$ cat src/rtl/wsc_pkg.sv
// Package for the wavetable sound channel: opcodes, address map constants and helpers.
// No dependencies.
package wsc_pkg;
	localparam logic [1:0] OP_TICK  = 2'd0;
	localparam logic [1:0] OP_READ  = 2'd1;
	localparam logic [1:0] OP_WRITE = 2'd2;
	localparam logic [1:0] OP_NONE  = 2'd3;

	localparam logic [15:0] WAVE_LO  = 16'h4040;
	localparam logic [15:0] WAVE_HI  = 16'h407F;
	localparam logic [15:0] REG_LO   = 16'h4080;
	localparam logic [15:0] REG_HI   = 16'h408A;
	localparam logic [15:0] STAT_VOL = 16'h4090;
	localparam logic [15:0] STAT_MOD = 16'h4092;

	// Register file indexes.
	localparam logic [3:0] REG_VOL_ENV     = 4'd0;
	localparam logic [3:0] REG_FREQ_LO     = 4'd2;
	localparam logic [3:0] REG_FREQ_HI     = 4'd3;
	localparam logic [3:0] REG_MOD_ENV     = 4'd4;
	localparam logic [3:0] REG_TAB_PTR     = 4'd5;
	localparam logic [3:0] REG_MOD_FREQ_LO = 4'd6;
	localparam logic [3:0] REG_MOD_FREQ_HI = 4'd7;
	localparam logic [3:0] REG_MOD_TAB     = 4'd8;
	localparam logic [3:0] REG_WAVE_CTL    = 4'd9;
	localparam logic [3:0] REG_ENV_SPEED   = 4'd10;

	localparam int WAVE_DEPTH = 64;
	localparam int WAVE_AW    = 6;
	localparam int TAB_DEPTH  = 32;
	localparam int TAB_AW     = 5;

	typedef struct packed {
		logic [7:0]  read_data;
		logic [12:0] sample;
		logic        sample_valid;
	} result_t;
endpackage

$ cat src/rtl/wsc_ram.sv
// Generic single-port RAM with registered read.
// No dependencies.
module wsc_ram #(
	parameter int Width = 8,
	parameter int Depth = 16
) (
	input  logic                     clk,
	input  logic                     we,
	input  logic [$clog2(Depth)-1:0] addr,
	input  logic [Width-1:0]         wdata,
	output logic [Width-1:0]         rdata
);
	logic [Width-1:0] mem_q [Depth];

	always_ff @(posedge clk) begin
		if (we) begin
			mem_q[addr] <= wdata;
		end
		rdata <= mem_q[addr];
	end
endmodule

$ cat src/rtl/wavetable_sound_channel_with_modulator.sv
// Top level of the wavetable sound channel with frequency modulator.
// Depends on wsc_pkg and wsc_ram.
//
// The channel takes one item at a time on s_axis and returns exactly one result item
// on m_axis per input item. A register access or register read passes through decode
// and output; a wave RAM read adds a state for the registered read. A tick that does
// not step the core reads wave RAM, multiplies, divides and outputs; one that steps
// the core first shifts and sums, and at slot zero first adds the modulation phase
// and reads the modulation table. These states come from the reads of the modulation
// table and wave RAM (each a registered RAM port) and from the shared adder, which
// performs the phase sum, the modulation phase add and the sample arithmetic in turn.
// After reset a clearing pass wipes the wave RAM and modulation table; no item is
// accepted then. s_axis_tready is low while an item is in work or its result waits.
module wavetable_sound_channel_with_modulator (
	input  logic        clk,
	input  logic        arst_n,
	input  logic        s_axis_tvalid,
	output logic        s_axis_tready,
	// tdata: operation[1:0], address[17:2], write_data[25:18], open_bus[33:26], zeros
	input  logic [39:0] s_axis_tdata,
	output logic        m_axis_tvalid,
	input  logic        m_axis_tready,
	// tdata: read_data[7:0], sample[20:8], zeros
	output logic [23:0] m_axis_tdata,
	// tuser: sample_valid
	output logic        m_axis_tuser,
	input  logic        cfg_we,
	input  logic        cfg_wdata
);
	import wsc_pkg::*;

	localparam logic [3:0] ST_CLEAR = 4'd0;
	localparam logic [3:0] ST_IDLE  = 4'd1;
	localparam logic [3:0] ST_DEC   = 4'd2;
	localparam logic [3:0] ST_MPH   = 4'd3;
	localparam logic [3:0] ST_TABRD = 4'd4;
	localparam logic [3:0] ST_SHIFT = 4'd5;
	localparam logic [3:0] ST_SUM   = 4'd6;
	localparam logic [3:0] ST_WAVRD = 4'd7;
	localparam logic [3:0] ST_MUL   = 4'd8;
	localparam logic [3:0] ST_DIV   = 4'd9;
	localparam logic [3:0] ST_OUT   = 4'd10;
	localparam logic [3:0] ST_RDW   = 4'd11;

	logic [3:0]  state_q;
	logic        mute_q;
	logic [1:0]  op_q;
	logic [15:0] addr_q;
	logic [7:0]  wd_q, bus_q;
	logic [7:0]  rf_q [11];
	logic [5:0]  amp_q [2];
	logic [5:0]  div_q [2];
	logic [9:0]  etc_q;
	logic [18:0] cshift_q;
	logic [24:0] plat_q;
	logic [31:0] mph_q;
	logic [7:0]  mshift_q;
	logic [2:0]  slot_q;
	logic        tph_q;
	logic [6:0]  clr_q;
	logic [12:0] prod_q;
	result_t     res_q;
	logic        out_v_q;

	// Shared adder: operands chosen by the sequencer state.
	logic [31:0] add_a, add_b, add_y;
	always_comb begin
		add_a = 32'd0;
		add_b = 32'd0;
		unique case (state_q)
			ST_MPH: begin
				add_a = mph_q;
				add_b = {20'd0, rf_q[REG_MOD_FREQ_HI][3:0], rf_q[REG_MOD_FREQ_LO]};
			end
			ST_SUM: begin
				add_a = {7'd0, plat_q};
				add_b = {13'd0, cshift_q};
			end
			ST_OUT: begin
				add_a = {19'd0, prod_q};
				add_b = {20'd0, prod_q[12:1]};
			end
			default: begin
			end
		endcase
		add_y = add_a + add_b;
	end

	logic in_wave, in_reg;
	assign in_wave = (addr_q >= WAVE_LO) && (addr_q <= WAVE_HI);
	assign in_reg  = (addr_q >= REG_LO) && (addr_q <= REG_HI);
	logic [3:0] ridx;
	assign ridx = 4'(addr_q - REG_LO);

	// Memory ports.
	logic              wv_we, tb_we;
	logic [WAVE_AW-1:0] wv_addr;
	logic [TAB_AW-1:0]  tb_addr;
	logic [5:0]        wv_wd, wv_rd;
	logic [2:0]        tb_wd, tb_rd;
	always_comb begin
		wv_we = 1'b0;
		wv_addr = addr_q[WAVE_AW-1:0];
		wv_wd = wd_q[5:0];
		tb_we = 1'b0;
		tb_addr = mph_q[17:13];
		tb_wd = wd_q[2:0];
		if (state_q == ST_CLEAR) begin
			wv_we = 1'b1;
			wv_addr = clr_q[WAVE_AW-1:0];
			wv_wd = 6'd0;
			tb_we = 1'b1;
			tb_addr = clr_q[TAB_AW-1:0];
			tb_wd = 3'd0;
		end else if (state_q == ST_DEC && op_q == OP_WRITE) begin
			wv_we = in_wave && rf_q[REG_WAVE_CTL][7];
			tb_we = in_reg && ridx == REG_MOD_TAB;
			tb_addr = rf_q[REG_TAB_PTR][TAB_AW-1:0];
		end else if (state_q == ST_WAVRD) begin
			wv_addr = plat_q[24:19];
		end
	end

	wsc_ram #(.Width(6), .Depth(WAVE_DEPTH)) u_wave (
		.clk(clk), .we(wv_we), .addr(wv_addr), .wdata(wv_wd), .rdata(wv_rd)
	);
	wsc_ram #(.Width(3), .Depth(TAB_DEPTH)) u_tab (
		.clk(clk), .we(tb_we), .addr(tb_addr), .wdata(tb_wd), .rdata(tb_rd)
	);

	logic [5:0] depth_c, vol_c;
	assign depth_c = (amp_q[1] > 6'd32) ? 6'd32 : amp_q[1];
	assign vol_c   = (amp_q[0] > 6'd32) ? 6'd32 : amp_q[0];

	// The envelope tick counter reloads with speed times three once it would reach zero.
	// From zero it would first go negative, so the reload is one less, held at zero when
	// the speed is zero.
	logic [10:0] etc_reload;
	assign etc_reload = 11'(rf_q[REG_ENV_SPEED]) * 11'd3;
	logic [10:0] etc_next;
	assign etc_next = (etc_q == 10'd0) ?
			((rf_q[REG_ENV_SPEED] == 8'd0) ? 11'd0 : etc_reload - 11'd1) :
			((etc_q == 10'd1) ? etc_reload : 11'(etc_q) - 11'd1);
	logic env_clk;
	assign env_clk = (etc_q <= 10'd1);

	assign s_axis_tready = (state_q == ST_IDLE) && !out_v_q;

	always_ff @(posedge clk or negedge arst_n) begin
		if (!arst_n) begin
			state_q <= ST_CLEAR;
			clr_q <= '0;
			mute_q <= 1'b0;
			out_v_q <= 1'b0;
			for (int i = 0; i < 11; i++) rf_q[i] <= 8'd0;
			for (int i = 0; i < 2; i++) begin
				amp_q[i] <= 6'd0;
				div_q[i] <= 6'd0;
			end
			etc_q <= '0;
			cshift_q <= '0;
			plat_q <= '0;
			mph_q <= '0;
			mshift_q <= '0;
			slot_q <= '0;
			tph_q <= 1'b0;
		end else begin
			if (cfg_we) mute_q <= cfg_wdata;
			if (out_v_q && m_axis_tready) out_v_q <= 1'b0;
			unique case (state_q)
				ST_CLEAR: begin
					clr_q <= clr_q + 7'd1;
					if (clr_q == 7'(WAVE_DEPTH - 1)) state_q <= ST_IDLE;
				end
				ST_IDLE: begin
					if (s_axis_tvalid && s_axis_tready) begin
						op_q <= s_axis_tdata[1:0];
						addr_q <= s_axis_tdata[17:2];
						wd_q <= s_axis_tdata[25:18];
						bus_q <= s_axis_tdata[33:26];
						state_q <= ST_DEC;
					end
				end
				ST_DEC: begin
					res_q.read_data <= bus_q;
					res_q.sample <= '0;
					res_q.sample_valid <= 1'b0;
					state_q <= ST_OUT;
					if (op_q == OP_TICK && !rf_q[REG_WAVE_CTL][7] && !mute_q) begin
						tph_q <= !tph_q;
						state_q <= tph_q ? ST_WAVRD : (slot_q == 3'd0 ? ST_MPH : ST_SHIFT);
					end else if (op_q == OP_READ) begin
						if (in_wave) state_q <= ST_RDW;
						else if (addr_q == STAT_VOL)
							res_q.read_data <= {bus_q[7:6], amp_q[0]};
						else if (addr_q == STAT_MOD)
							res_q.read_data <= {bus_q[7:6], amp_q[1]};
					end else if (op_q == OP_WRITE && in_reg) begin
						if ((ridx == REG_VOL_ENV || ridx == REG_MOD_ENV) && wd_q[7])
							amp_q[ridx[2]] <= wd_q[5:0];
						if (ridx == REG_MOD_FREQ_HI || ridx == REG_MOD_TAB)
							mph_q <= '0;
						rf_q[ridx] <= wd_q;
						if (ridx == REG_MOD_FREQ_HI)
							rf_q[REG_TAB_PTR] <= 8'd0;
						else if (ridx == REG_MOD_TAB)
							rf_q[REG_TAB_PTR] <= {3'd0, 5'(rf_q[REG_TAB_PTR][4:0] + 5'd1)};
					end
				end
				ST_RDW: begin
					res_q.read_data <= {bus_q[7:6], wv_rd};
					state_q <= ST_OUT;
				end
				ST_MPH: begin
					cshift_q <= {7'd0, rf_q[REG_FREQ_HI][3:0], rf_q[REG_FREQ_LO]};
					mph_q <= add_y;
					state_q <= ST_TABRD;
				end
				ST_TABRD: begin
					state_q <= ST_SHIFT;
				end
				ST_SHIFT: begin
					if (slot_q == 3'd0) begin
						if (rf_q[REG_MOD_FREQ_HI][7]) mshift_q <= 8'h80;
						else mshift_q <= 8'h80 + 8'(({3'd0, depth_c} * {6'd0, tb_rd}) >> 1);
					end else begin
						cshift_q <= {cshift_q[17:0], 1'b0};
						mshift_q <= {1'b0, mshift_q[7:1]};
					end
					state_q <= ST_SUM;
				end
				ST_SUM: begin
					if (mshift_q[0]) plat_q <= add_y[24:0];
					slot_q <= slot_q + 3'd1;
					etc_q <= etc_next[9:0];
					if (env_clk) begin
						for (int u = 0; u < 2; u++) begin
							if (!rf_q[u*4][7] && !rf_q[REG_FREQ_HI][6]) begin
								if (div_q[u] == 6'd0) begin
									if (rf_q[u*4][6]) begin
										if (amp_q[u] < 6'h3F) amp_q[u] <= amp_q[u] + 6'd1;
									end else if (amp_q[u] != 6'd0) begin
										amp_q[u] <= amp_q[u] - 6'd1;
									end
									div_q[u] <= rf_q[u*4][5:0];
								end else begin
									div_q[u] <= div_q[u] - 6'd1;
								end
							end
						end
					end
					state_q <= ST_WAVRD;
				end
				ST_WAVRD: begin
					state_q <= ST_MUL;
				end
				ST_MUL: begin
					prod_q <= 13'({wv_rd, 2'b00} * vol_c);
					state_q <= ST_DIV;
				end
				ST_DIV: begin
					unique case (rf_q[REG_WAVE_CTL][1:0])
						2'd0: prod_q <= prod_q >> 1;
						2'd1: prod_q <= 13'((26'(prod_q) * 26'd5462) >> 14);
						2'd2: prod_q <= prod_q >> 2;
						default: prod_q <= 13'((26'(prod_q) * 26'd6554) >> 15);
					endcase
					res_q.sample_valid <= 1'b1;
					state_q <= ST_OUT;
				end
				ST_OUT: begin
					if (res_q.sample_valid) res_q.sample <= add_y[12:0];
					out_v_q <= 1'b1;
					state_q <= ST_IDLE;
				end
				default: state_q <= ST_IDLE;
			endcase
		end
	end

	assign m_axis_tvalid = out_v_q;
	assign m_axis_tdata  = {3'd0, res_q.sample, res_q.read_data};
	assign m_axis_tuser  = res_q.sample_valid;

	// No item is taken while a result is still held.
	assert property (@(posedge clk) disable iff (!arst_n)
		s_axis_tready |-> !m_axis_tvalid) else $error("accept while result pending");
	// A produced sample never exceeds its range.
	assert property (@(posedge clk) disable iff (!arst_n)
		(m_axis_tvalid && m_axis_tuser) |-> (m_axis_tdata[20:8] <= 13'd6048))
		else $error("sample out of range");
	// Samples are zero when not valid.
	assert property (@(posedge clk) disable iff (!arst_n)
		(m_axis_tvalid && !m_axis_tuser) |-> (m_axis_tdata[20:8] == 13'd0))
		else $error("stray sample");
endmodule

$ cat config.mk
export PLATFORM = sky130hd
export DESIGN_NAME = wavetable_sound_channel_with_modulator
export DESIGN_NICKNAME = d
export VERILOG_FILES = /design/src/rtl/wsc_pkg.sv /design/src/rtl/wsc_ram.sv /design/src/rtl/wavetable_sound_channel_with_modulator.sv
export SDC_FILE = /design/constraint.sdc
export NUM_CORES = 1
export LEC_CHECK = 0
export ABC_AREA = 1
export BUFFER_PORTS_ARGS = -buffer_cell sky130_fd_sc_hd__buf_4
export CAP_MARGIN = 20
export CORE_ASPECT_RATIO = 1.1
export CORE_UTILIZATION = 50
export DETAILED_ROUTE_END_ITERATION = 6
export PLACE_DENSITY_LB_ADDON = 0.05
export SKIP_CTS_REPAIR_TIMING = 1
export SLEW_MARGIN = 30
export SYNTH_ARGS = -nofsm -noshare
export SYNTH_HDL_FRONTEND = slang
export SYNTH_SLANG_ARGS = --single-unit
$ cat constraint.sdc
create_clock -name clk -period 4.55 [get_ports clk]
set_input_delay 0.455 -clock clk [delete_from_list [all_inputs] [get_ports clk]]
set_output_delay 0.455 -clock clk [all_outputs]
set_load 0.005 [all_outputs]
After elaboration in Yosys (flattened, before gate mapping)
Memory sizes are Yosys's and may differ from the RTL's. A register that Yosys moved wholly into a read port is not among the register bits. Cells that the tools add are included.

Bits in writable memories: 480. Word-level logic and storage cells: 250. Bits of input ports: 46. Flip-flop bits (word level): 292. Output and inout bits: 27. Memories kept: 2.

Muxes and demuxes: 78. $lt $le $gt $ge: 13. Bitwise operators: 4. Equal/unequal tests: 40. $mul: 5. Add/subtract/negate cells: 14. Reduce and logical (&&, ||, !) cells: 60.

Memory list: u_wave.mem_q (depth 64, bits a word 6, read ports 1, clocked after memory_dff 1, wr ports 1, line wsc_ram.sv:13) `logic [Width-1:0] mem_q [Depth];`; u_tab.mem_q (depth 32, bits a word 3, read ports 1, clocked after memory_dff 1, wr ports 1, line wsc_ram.sv:13).

Operators by type and width (count): $mux 6 (24); $mux 32 (4); $pmux 32 s3 (1); $bwmux 88 (1); $pmux 32 s2 (1); $mux 12 (5); $pmux 19 s3 (1); $pmux 13 s2 (2); $mul 13x12->25 const B (2); $mux 8 (5); $pmux 4 s10 (1); $pmux 19 s2 (1); $pmux 12 s3 (1); $add 32x32->32 (1); $demux 8 s4 (1); $eq 16x15->1 const B (2); $ge 16x15->1 const B (2); $le 16x15->1 const B (2); $mux 10 (3); $eq 4x3->1 const B (6); $pmux 12 s2 (1); $sub 6x1->6 const B (4); $eq 4x4->1 const B (5); $reduce_and 10->1 (2); other kinds (55) (136).

Depth between registers and ports, before layout
Gate-level depths: netlist of run 1.

Depth in word-level cells: 12. Depth in mapped cells: 24. Mapped depth without buffers: 24.

Cells and area by module
Synthesis of run 1 repeated with hierarchy kept, for this count alone.

Cells, all modules: 4881. Area, all modules: 42916.2 um^2.

By module, submodules not included: wavetable_sound_channel_with_modulator (seq. area each 6726.5 um^2, area each 21949.8 um^2, cells each 2806, times used 1); wsc_ram at u_wave (seq. area each 11651.2 um^2, area each 16642.2 um^2, cells each 1642, times used 1); wsc_ram at u_tab (seq. area each 2942.8 um^2, area each 4324.1 um^2, cells each 433, times used 1).

Worst setup path before layout of run 1
OpenSTA, ideal clock, no wires.

Path kind: register to register. From: register prod_q[8]. To: register prod_q[2], data pin. Data required time: 4296 ps. Slack: -180 ps. Data arrival time: 4476 ps. Clock period less this slack: 4730 ps. Buffers on the path: 0. Cell stages (with the launch flop): 19. Setup time: 254 ps. Cells stage by stage: edfxtp_1 ha_1 inv_1 fa_1 inv_1 fa_1 fa_1 inv_1 fa_1 inv_1 ha_1 a21oi_1 a21boi_0 o21ai_0 a21oi_1 o21ai_0 a21o_1 nand3_1 nand2_1.

Longest elaborated chain between the ends: 3. Elaborated cells on any way between the ends: 4. Those cells by class: mul: 2; mux: 2.

RTL lines: start: declaration (line wavetable_sound_channel_with_modulator.sv:61) `logic [12:0] prod_q;`; start signal: assignment (line wavetable_sound_channel_with_modulator.sv:258) `prod_q <= 13'({wv_rd, 2'b00} * vol_c);`; start signal: assignment (line wavetable_sound_channel_with_modulator.sv:263) `2'd0: prod_q <= prod_q >> 1;`; start signal: assignment (line wavetable_sound_channel_with_modulator.sv:264) `2'd1: prod_q <= 13'((26'(prod_q) * 26'd5462) >> 14);`; $mul 13x12->25 (on tied branches) (line wavetable_sound_channel_with_modulator.sv:266, wavetable_sound_channel_with_modulator.sv:264); $pmux 12 s3 * (line wavetable_sound_channel_with_modulator.sv:262) `unique case (rf_q[REG_WAVE_CTL][1:0])`; $pmux 13 s2 * (line wavetable_sound_channel_with_modulator.sv:170) `unique case (state_q)`.

Mark *: on every way between the ends. The rest lies on a longest branch, timed or not. A chain may end at the register's enable or synchronous reset.

Final worst setup path of run 1
From: register prod_q[4]. To: register prod_q[8], data pin.

The elaborated chain is that of the path after synthesis.

==> results.cfg, run 1 <==
[cells_and_area]
drive_gt1_share_pct = 11.36
layout_commonest_cell = nand2_1
multiInputGateArea_um2 = 19720
fin_util_pct = 58.55
nNetsFinal = 5523
fillCellCount = 7568
antenna_cells = 0
layout_common_cells = nand2_1 (1722), edfxtp_1 (549), inv_1 (508), nand3_1 (361), nor2_1 (315)
seqCellArea_um2 = 21320
stdcell_area_um2 = 49720
syn_to_final_growth_pct = 15.82

[place]
placed_area_um2 = 45710
hpwlAfterDp_mm = 81.44
gp_congestion = 0.9231
io_buffer_count = 63

[clock_network]
insertion_delay_ns = 0.65
cts_tree = done
cts_root_buf = clkbuf_16
clkTransAtPathRegs_ns = 0.06
numCtsBuffers = 81
cts_buffer_depth = 3
clock_sinks = 744
cts_htree_levels = 3

[detailed_routing]
vias = 33470
drtAntennaViolNets = 0
wl_per_cell_um = 18.56
drt_first_pass_iters = 5
drc = 0
drt_iter0_markers = 2385
viasPerCell = 5.278
finalWirelength_mm = 117.7

[setup_path]
path_max_fanout = 7
cpMaxStageDelayCell = edfxtp_1
crit_type = flop to flop
cp-start-kind = flop
crit_family = adder cells
cp_common_cell = fa_1
crit_required_ns = 4.94
path_cells = ha_4 > inv_2 > fa_1 > inv_2 > fa_1 > fa_1 > inv_1 > fa_1 > inv_2 > ha_4 > nand2_4 > inv_4 > nand3_4 > nor2_1 > nand4_1 > nand3_2 > a21oi_1 > o21ai_1 > buf_4 > nand3_1 > nand2_1 > nand2_1
rr_startpoint = prod_q[4]
rrSetupSlack_ns = -0.07
r2r_cells = 22
critPathBufInv = 6
crit_path_end_kind = flop
timing.rr.end = prod_q[8]
slowest_delay_ns = 0.58
cp.arrival_ns = 5.01
critPathLaunch = prod_q[4]

[global_routing]
grt_pass1_vias = 32520
antenna_found_initial = 0
grt_usage_pct = 27.10
grt_start_max_net_pins = 187
grt_first_pass_wirelength_mm = 182.3
overflow = 0

[timing]
finalCritPeriodShare_pct = 101.6
hold_violations = 0
clock_skew_ns = 0.03239
report.final.slew_viol_count = 0
slew_headroom_pct = 39.21
rsz0062_at_grt = true
setup_viol = 12
max_slew.worst_pin.slew_ns = 0.9058
fin_crit_ns = 4.622
fin_ws_ns = -0.07177
max_freq_ghz = 0.2164

[worst_hold_path]
min_path_type = input port to flop
holdPathStages = 2
holdPathEnd = mute_q
hp-start = cfg_wdata

[floorplan]
ios = 73
die_h_um = 309.3
start_util_pct = 50.55
core_um2 = 84920
num_rows = 112
die_x_um = 281.4
dieArea_um2 = 87040

[synthesis]
yosysSeqAreaShare_pct = 49.66
ys_types = 56
netlist_top_cells_area = edfxtp_1 (38%), nand2_1 (15%), dfrtp_1 (11%)
ys_warn_count = 0
async_flop_share_pct = 25.00
syn_area_um2 = 42930
synth-edff-count = 549
netlist_instances = 4905
synth-seq-cells = 744
avgSynthCellArea_um2 = 8.753
synth_top_area_cell = edfxtp_1
synth-main-ff-cell = edfxtp_1
synth.top_cell.area_share_pct = 38.40

[run_status]
status = complete, but fails checks
violations = negative setup slack

[power]
p_leak_nw = 22.72
p_per_area_nw_per_um2 = 830.9
ir_worst_vdd_mv = 0.8813

[run]
drv_cap = 0
-- worst register-to-register path: stages, from the launching register on --
cell and delay, ns:
edfxtp_1 0.58, ha_4 0.37, inv_2 0.04, fa_1 0.49
inv_2 0.04, fa_1 0.46, fa_1 0.49, inv_1 0.05
fa_1 0.50, inv_2 0.06, ha_4 0.30, nand2_4 0.07
inv_4 0.07, nand3_4 0.06, nor2_1 0.12, nand4_1 0.11
nand3_2 0.12, a21oi_1 0.06, o21ai_1 0.09, buf_4 0.13
nand3_1 0.06, nand2_1 0.07, nand2_1 0.06
-- how the worst max path moves through the flow --
stage / slack [ns] / to / depth (start not counted)
global route: -0.25 / prod_q[10] / 21
global placement: -0.26 / prod_q[10] / 22
CTS: -0.32 / prod_q[5] / 19
floorplan: 0.005 / prod_q[0] / 19
finish: -0.07 / prod_q[8] / 22
detailed placement: -0.29 / prod_q[9] / 19
-- synth_stat cells (3+ instances only) --
master	count
dfxtp_1	9
a21oi_1	108
clkbuf_1	68
fa_1	113
buf_1	19
o211ai_1	42
o21ai_2	4
a21o_1	12
nor2_4	3
a22o_1	3
o21ai_1	6
buf_6	4
o221ai_1	8
xor2_1	35
nand3b_1	13
edfxtp_1	549
xnor2_1	20
a21boi_0	4
o31ai_1	5
o21ai_0	214
a31oi_1	10
inv_1	525
nor3_1	39
nor4_1	7
buf_2	50
and3_1	5
nand4_1	40
clkinv_1	4
a211oi_1	3
nand3_1	381
nand2_1	1745
dfrtp_1	186
or2_2	11
a22oi_1	3
o21bai_1	10
buf_4	26
nor2_1	342
inv_2	8
o22ai_1	21
ha_1	224
nand2_2	6
-- power breakdown --
part	leakage [nW]	internal [mW]	total, mW	switching (mW)
Combinational	13.9	10.3	26.2	15.9
Sequential	7.61	8.26	8.61	0.347
Clock	1.25	3.70	6.48	2.78
Total	22.7	22.3	41.3	19.0
-- cell type report --
| type | count | share of cell area, % |
|---|---|---|
| Multi-Input combinational cell | 3457 | 39.66 |
| Inverter | 539 | 4.084 |
| Timing Repair Buffer | 317 | 5.287 |
| Tap cell | 1140 | 2.869 |
| Clock buffer | 99 | 4.275 |
| Sequential cell | 744 | 42.88 |
| Clock inverter | 46 | 0.9437 |
-- layer usage --
metal / vias to the layer above / share of wire, % / track usage, % / routed length (µm)
li1: 16530 / - / - / -
met1: 15880 / 42 / 34.90 / 49560
met2: 853 / 50 / 47.37 / 59040
met3: 215 / 4.4 / 2.967 / 5167
met4: 0 / 3.4 / 9.340 / 3955
met5: - / 0 / 0 / 0
-- cell families after synthesis --
group / synth area share, %
AOI/OAI and AO/OA: 6.097
xor gates and xnor gates: 1.122
adders and majority gates: 11.80
buffers and inverters: 6.627
DFF: 49.66
muxes: 0.02623
other: 0.008735
and+or+nand+nor: 24.66
-- stage by stage --
stage | hold WS [ns] | std cells | worst slack, ns | TNS, ns | power, mW
4_1_cts | -0.2525 | 6279 | -0.3194 | -3.103 | 37.47
3_3_place_gp | 0.4050 | 6131 | -0.2613 | -2.458 | 30.74
5_1_grt | 0.03881 | 6342 | -0.2459 | -2.629 | 44.74
6_report | 0.04737 | 6342 | -0.07177 | -0.5121 | 41.31
3_5_place_dp | 0.4045 | 6134 | -0.2908 | -2.878 | 30.88
2_1_floorplan | 0.1594 | 4907 | 0.004763 | 0 | 22.71
-- state kept, by name (all words and copies together), names as in the netlist, 2 cells and up --
signal	cells
u_tab.rdata	3
state_q	4
m_axis_tdata	21
amp_q	12
div_q	12
mshift_q	8
mph_q	25
u_wave.mem_q	384
bus_q	8
cshift_q	19
etc_q	10
wd_q	8
plat_q	25
slot_q	3
op_q	2
prod_q	13
addr_q	16
clr_q	7
u_wave.rdata	6
rf_q	58
u_tab.mem_q	96
No activity file was read; power rests on OpenSTA's default activity.
==> run 2: changes to the inputs <==
--- a/config.mk
+++ b/config.mk
@@ -9,9 +9,10 @@
 export BUFFER_PORTS_ARGS = -buffer_cell sky130_fd_sc_hd__buf_4
 export CAP_MARGIN = 20
 export CORE_ASPECT_RATIO = 1.1
-export CORE_UTILIZATION = 50
+export CORE_UTILIZATION = 58
 export DETAILED_ROUTE_END_ITERATION = 6
 export PLACE_DENSITY_LB_ADDON = 0.05
+export RECOVER_POWER = 50
 export SKIP_CTS_REPAIR_TIMING = 1
 export SLEW_MARGIN = 30
 export SYNTH_ARGS = -nofsm -noshare
==> constraint.sdc (replaced) <==
create_clock -name clk -period 4.55 [get_ports clk]
set_input_delay 0.2275 -clock clk [delete_from_list [all_inputs] [get_ports clk]]
set_output_delay 0.2275 -clock clk [all_outputs]
set_load 0.005 [all_outputs]
==> results.cfg, run 2 (synthesized netlist as in run 1, its figures left out) <==
[run_status]
status = complete, but fails checks
violations = max-capacitance violations, max-slew violations, negative setup slack

[cells_and_area]
layout_commonest_cell = nand2_1
syn_to_final_growth_pct = 15.48
largest_register_ffs = 384
regMostFlops = u_wave.mem_q
stdcell_area_um2 = 49580
antenna_cells = 0
layout_common_cells = nand2_1 (1721), edfxtp_1 (549), inv_1 (509), nand3_1 (360), nor2_1 (316)
nNetsFinal = 5527
fin_cells = 6160
fin_util_pct = 67.67
largestRegisters = u_wave.mem_q: 384 flops, u_tab.mem_q: 96 flops, rf_q: 58 flops
drive_gt1_share_pct = 11.41

[detailed_routing]
wl_per_cell_um = 18.67
drt_first_pass_iters = 7
viasPerCell = 5.496
drt_iter0_markers = 2562
vias = 33860
drtAntennaViolNets = 0
finalWirelength_mm = 115.0
drc = 0

[global_routing]
grt_pass1_vias = 32640
use_met2_pct = 52.00
grt_usage_pct = 30.62
grtUsageMet3_pct = 3.818
antenna_found_initial = 1
overflow = 0
grt_start_max_net_pins = 187
grtUsageMet1_pct = 39.52
top_usage_layer = met2
grt_first_pass_wirelength_mm = 177.6

[setup_path]
crit_required_ns = 4.93
crit_type = flop to flop
cp_common_cell = fa_1
path_cells = buf_6 > ha_4 > fa_1 > fa_1 > fa_1 > inv_1 > fa_1 > inv_1 > ha_4 > nand2_1 > nor2_4 > and3_4 > nand2_2 > nand2_4 > buf_4 > buf_6 > o21ai_2 > nand3_2 > nand2_1 > nand2_1
cp.arrival_ns = 5.04
rr_startpoint = prod_q[3]
rrSetupSlack_ns = -0.12
cpMaxStageDelayCell = fa_1
r2r_cells = 20
crit_path_end_kind = flop
path_max_fanout = 5
slowest_delay_ns = 0.53
cp-start-kind = flop
timing.rr.end = prod_q[3]

[timing]
max_freq_ghz = 0.2142
max_slew.worst_pin.slew_ns = 3.084
slew_headroom_pct = -105.6
finalCritPeriodShare_pct = 102.6
fin_ws_ns = -0.1185
rsz0062_at_grt = true
clock_skew_ns = 0.02733
hold_violations = 0
report.final.slew_viol_count = 129
setup_viol = 8
fin_crit_ns = 4.669

[floorplan]
ios = 73
dieArea_um2 = 75110
start_util_pct = 58.60
die_x_um = 261.4
num_rows = 104
core_um2 = 73260
die_h_um = 287.3

[clock_network]
clock_sinks = 744
numCtsBuffers = 78
clkTransAtPathRegs_ns = 0.06
cts_buffer_depth = 3
insertion_delay_ns = 0.64
cts_htree_levels = 3
cts_root_buf = clkbuf_16
cts_tree = done

[worst_hold_path]
hp-start = s_axis_tvalid
holdPathStages = 3
min_path_type = input port to flop
holdPathEnd = bus_q[4]

[power]
p_per_area_nw_per_um2 = 852.9
ir_worst_vdd_mv = 0.9892
p_leak_nw = 22.73

[place]
dp_slack_ns = -0.3361
gp_congestion = 0.9349
post-place-cells = 5959
hpwlAfterDp_mm = 78.44
io_buffer_count = 63
placed_area_um2 = 45520

[run]
drv_cap = 2
==> run 2: cell types whose count changed in the layout (fill, tap and decap cells not counted), moves of 3 or more <==
cell        before  now
buf_4          264  207
clkbuf_4         0   50
clkbuf_1        16   28
clkinv_1        20   12
clkinvlp_4       5    0
a21oi_2         17   13
buf_6            8   12
clkbuf_16       82   78
clkinv_2        12   16
nor3_2           5    9
clkbuf_8         2    5
nor3_1          32   29
==> run 2: how the worst max path moves through the flow <==
| stage | from | cells after the start | end | slack (ns) |
|---|---|---|---|---|
| 2_1_floorplan | prod_q[1] | 19 | prod_q[0] | 0.005 |
| 3_3_place_gp | prod_q[2] | 22 | prod_q[10] | -0.28 |
| 3_5_place_dp | prod_q[2] | 20 | prod_q[0] | -0.34 |
| 4_1_cts | prod_q[2] | 20 | prod_q[0] | -0.36 |
| 5_1_grt | prod_q[4] | 22 | prod_q[7] | -0.26 |
| 6_report | prod_q[3] | 20 | prod_q[3] | -0.12 |
==> run 2: per-layer routing <==
layer,vias to the layer above,part of all wire (%)
met3,255,5.2
met4,0,4.4
met1,16050,41
met5,-,0
met2,1023,49
li1,16530,-
==> run 2: area by class of cell <==
| class | count | area (µm²) |
|---|---|---|
| Tap cell | 954 | 1194 |
| Timing Repair Buffer | 324 | 2636 |
| Sequential cell | 744 | 21320 |
| Inverter | 539 | 2031 |
| Fill cell | 5926 | 23690 |
| Clock buffer | 102 | 2082 |
| Clock inverter | 40 | 516.7 |
| Multi-Input combinational cell | 3457 | 19800 |
==> run 2: critical path, delay by kind of cell, from the launching register on <==
kind,cells,cell delay (ns)
buffers and inverters,5,0.54
DFF,1,0.48
adders and majority gates,6,2.53
AOI/OAI and AO/OA,1,0.15
and+or+nand+nor,8,0.72
==> run 2: power by group <==
group,internal (mW),switching [mW],total (mW)
clock,3.73,2.74,6.47
combinational,10.8,16.4,27.2
sequential,8.26,0.338,8.60
total,22.8,19.4,42.3
==> run 2: metrics by stage <==
step	setup TNS [ns]	power (mW)	hold slack, ns
3_5_place_dp	-2.993	31.07	0.2538
5_1_grt	-2.448	45.50	0.06555
3_3_place_gp	-2.423	30.97	0.2547
6_report	-0.4065	42.28	0.04463
2_1_floorplan	0	22.71	-0.06809
4_1_cts	-3.266	37.65	-0.4241
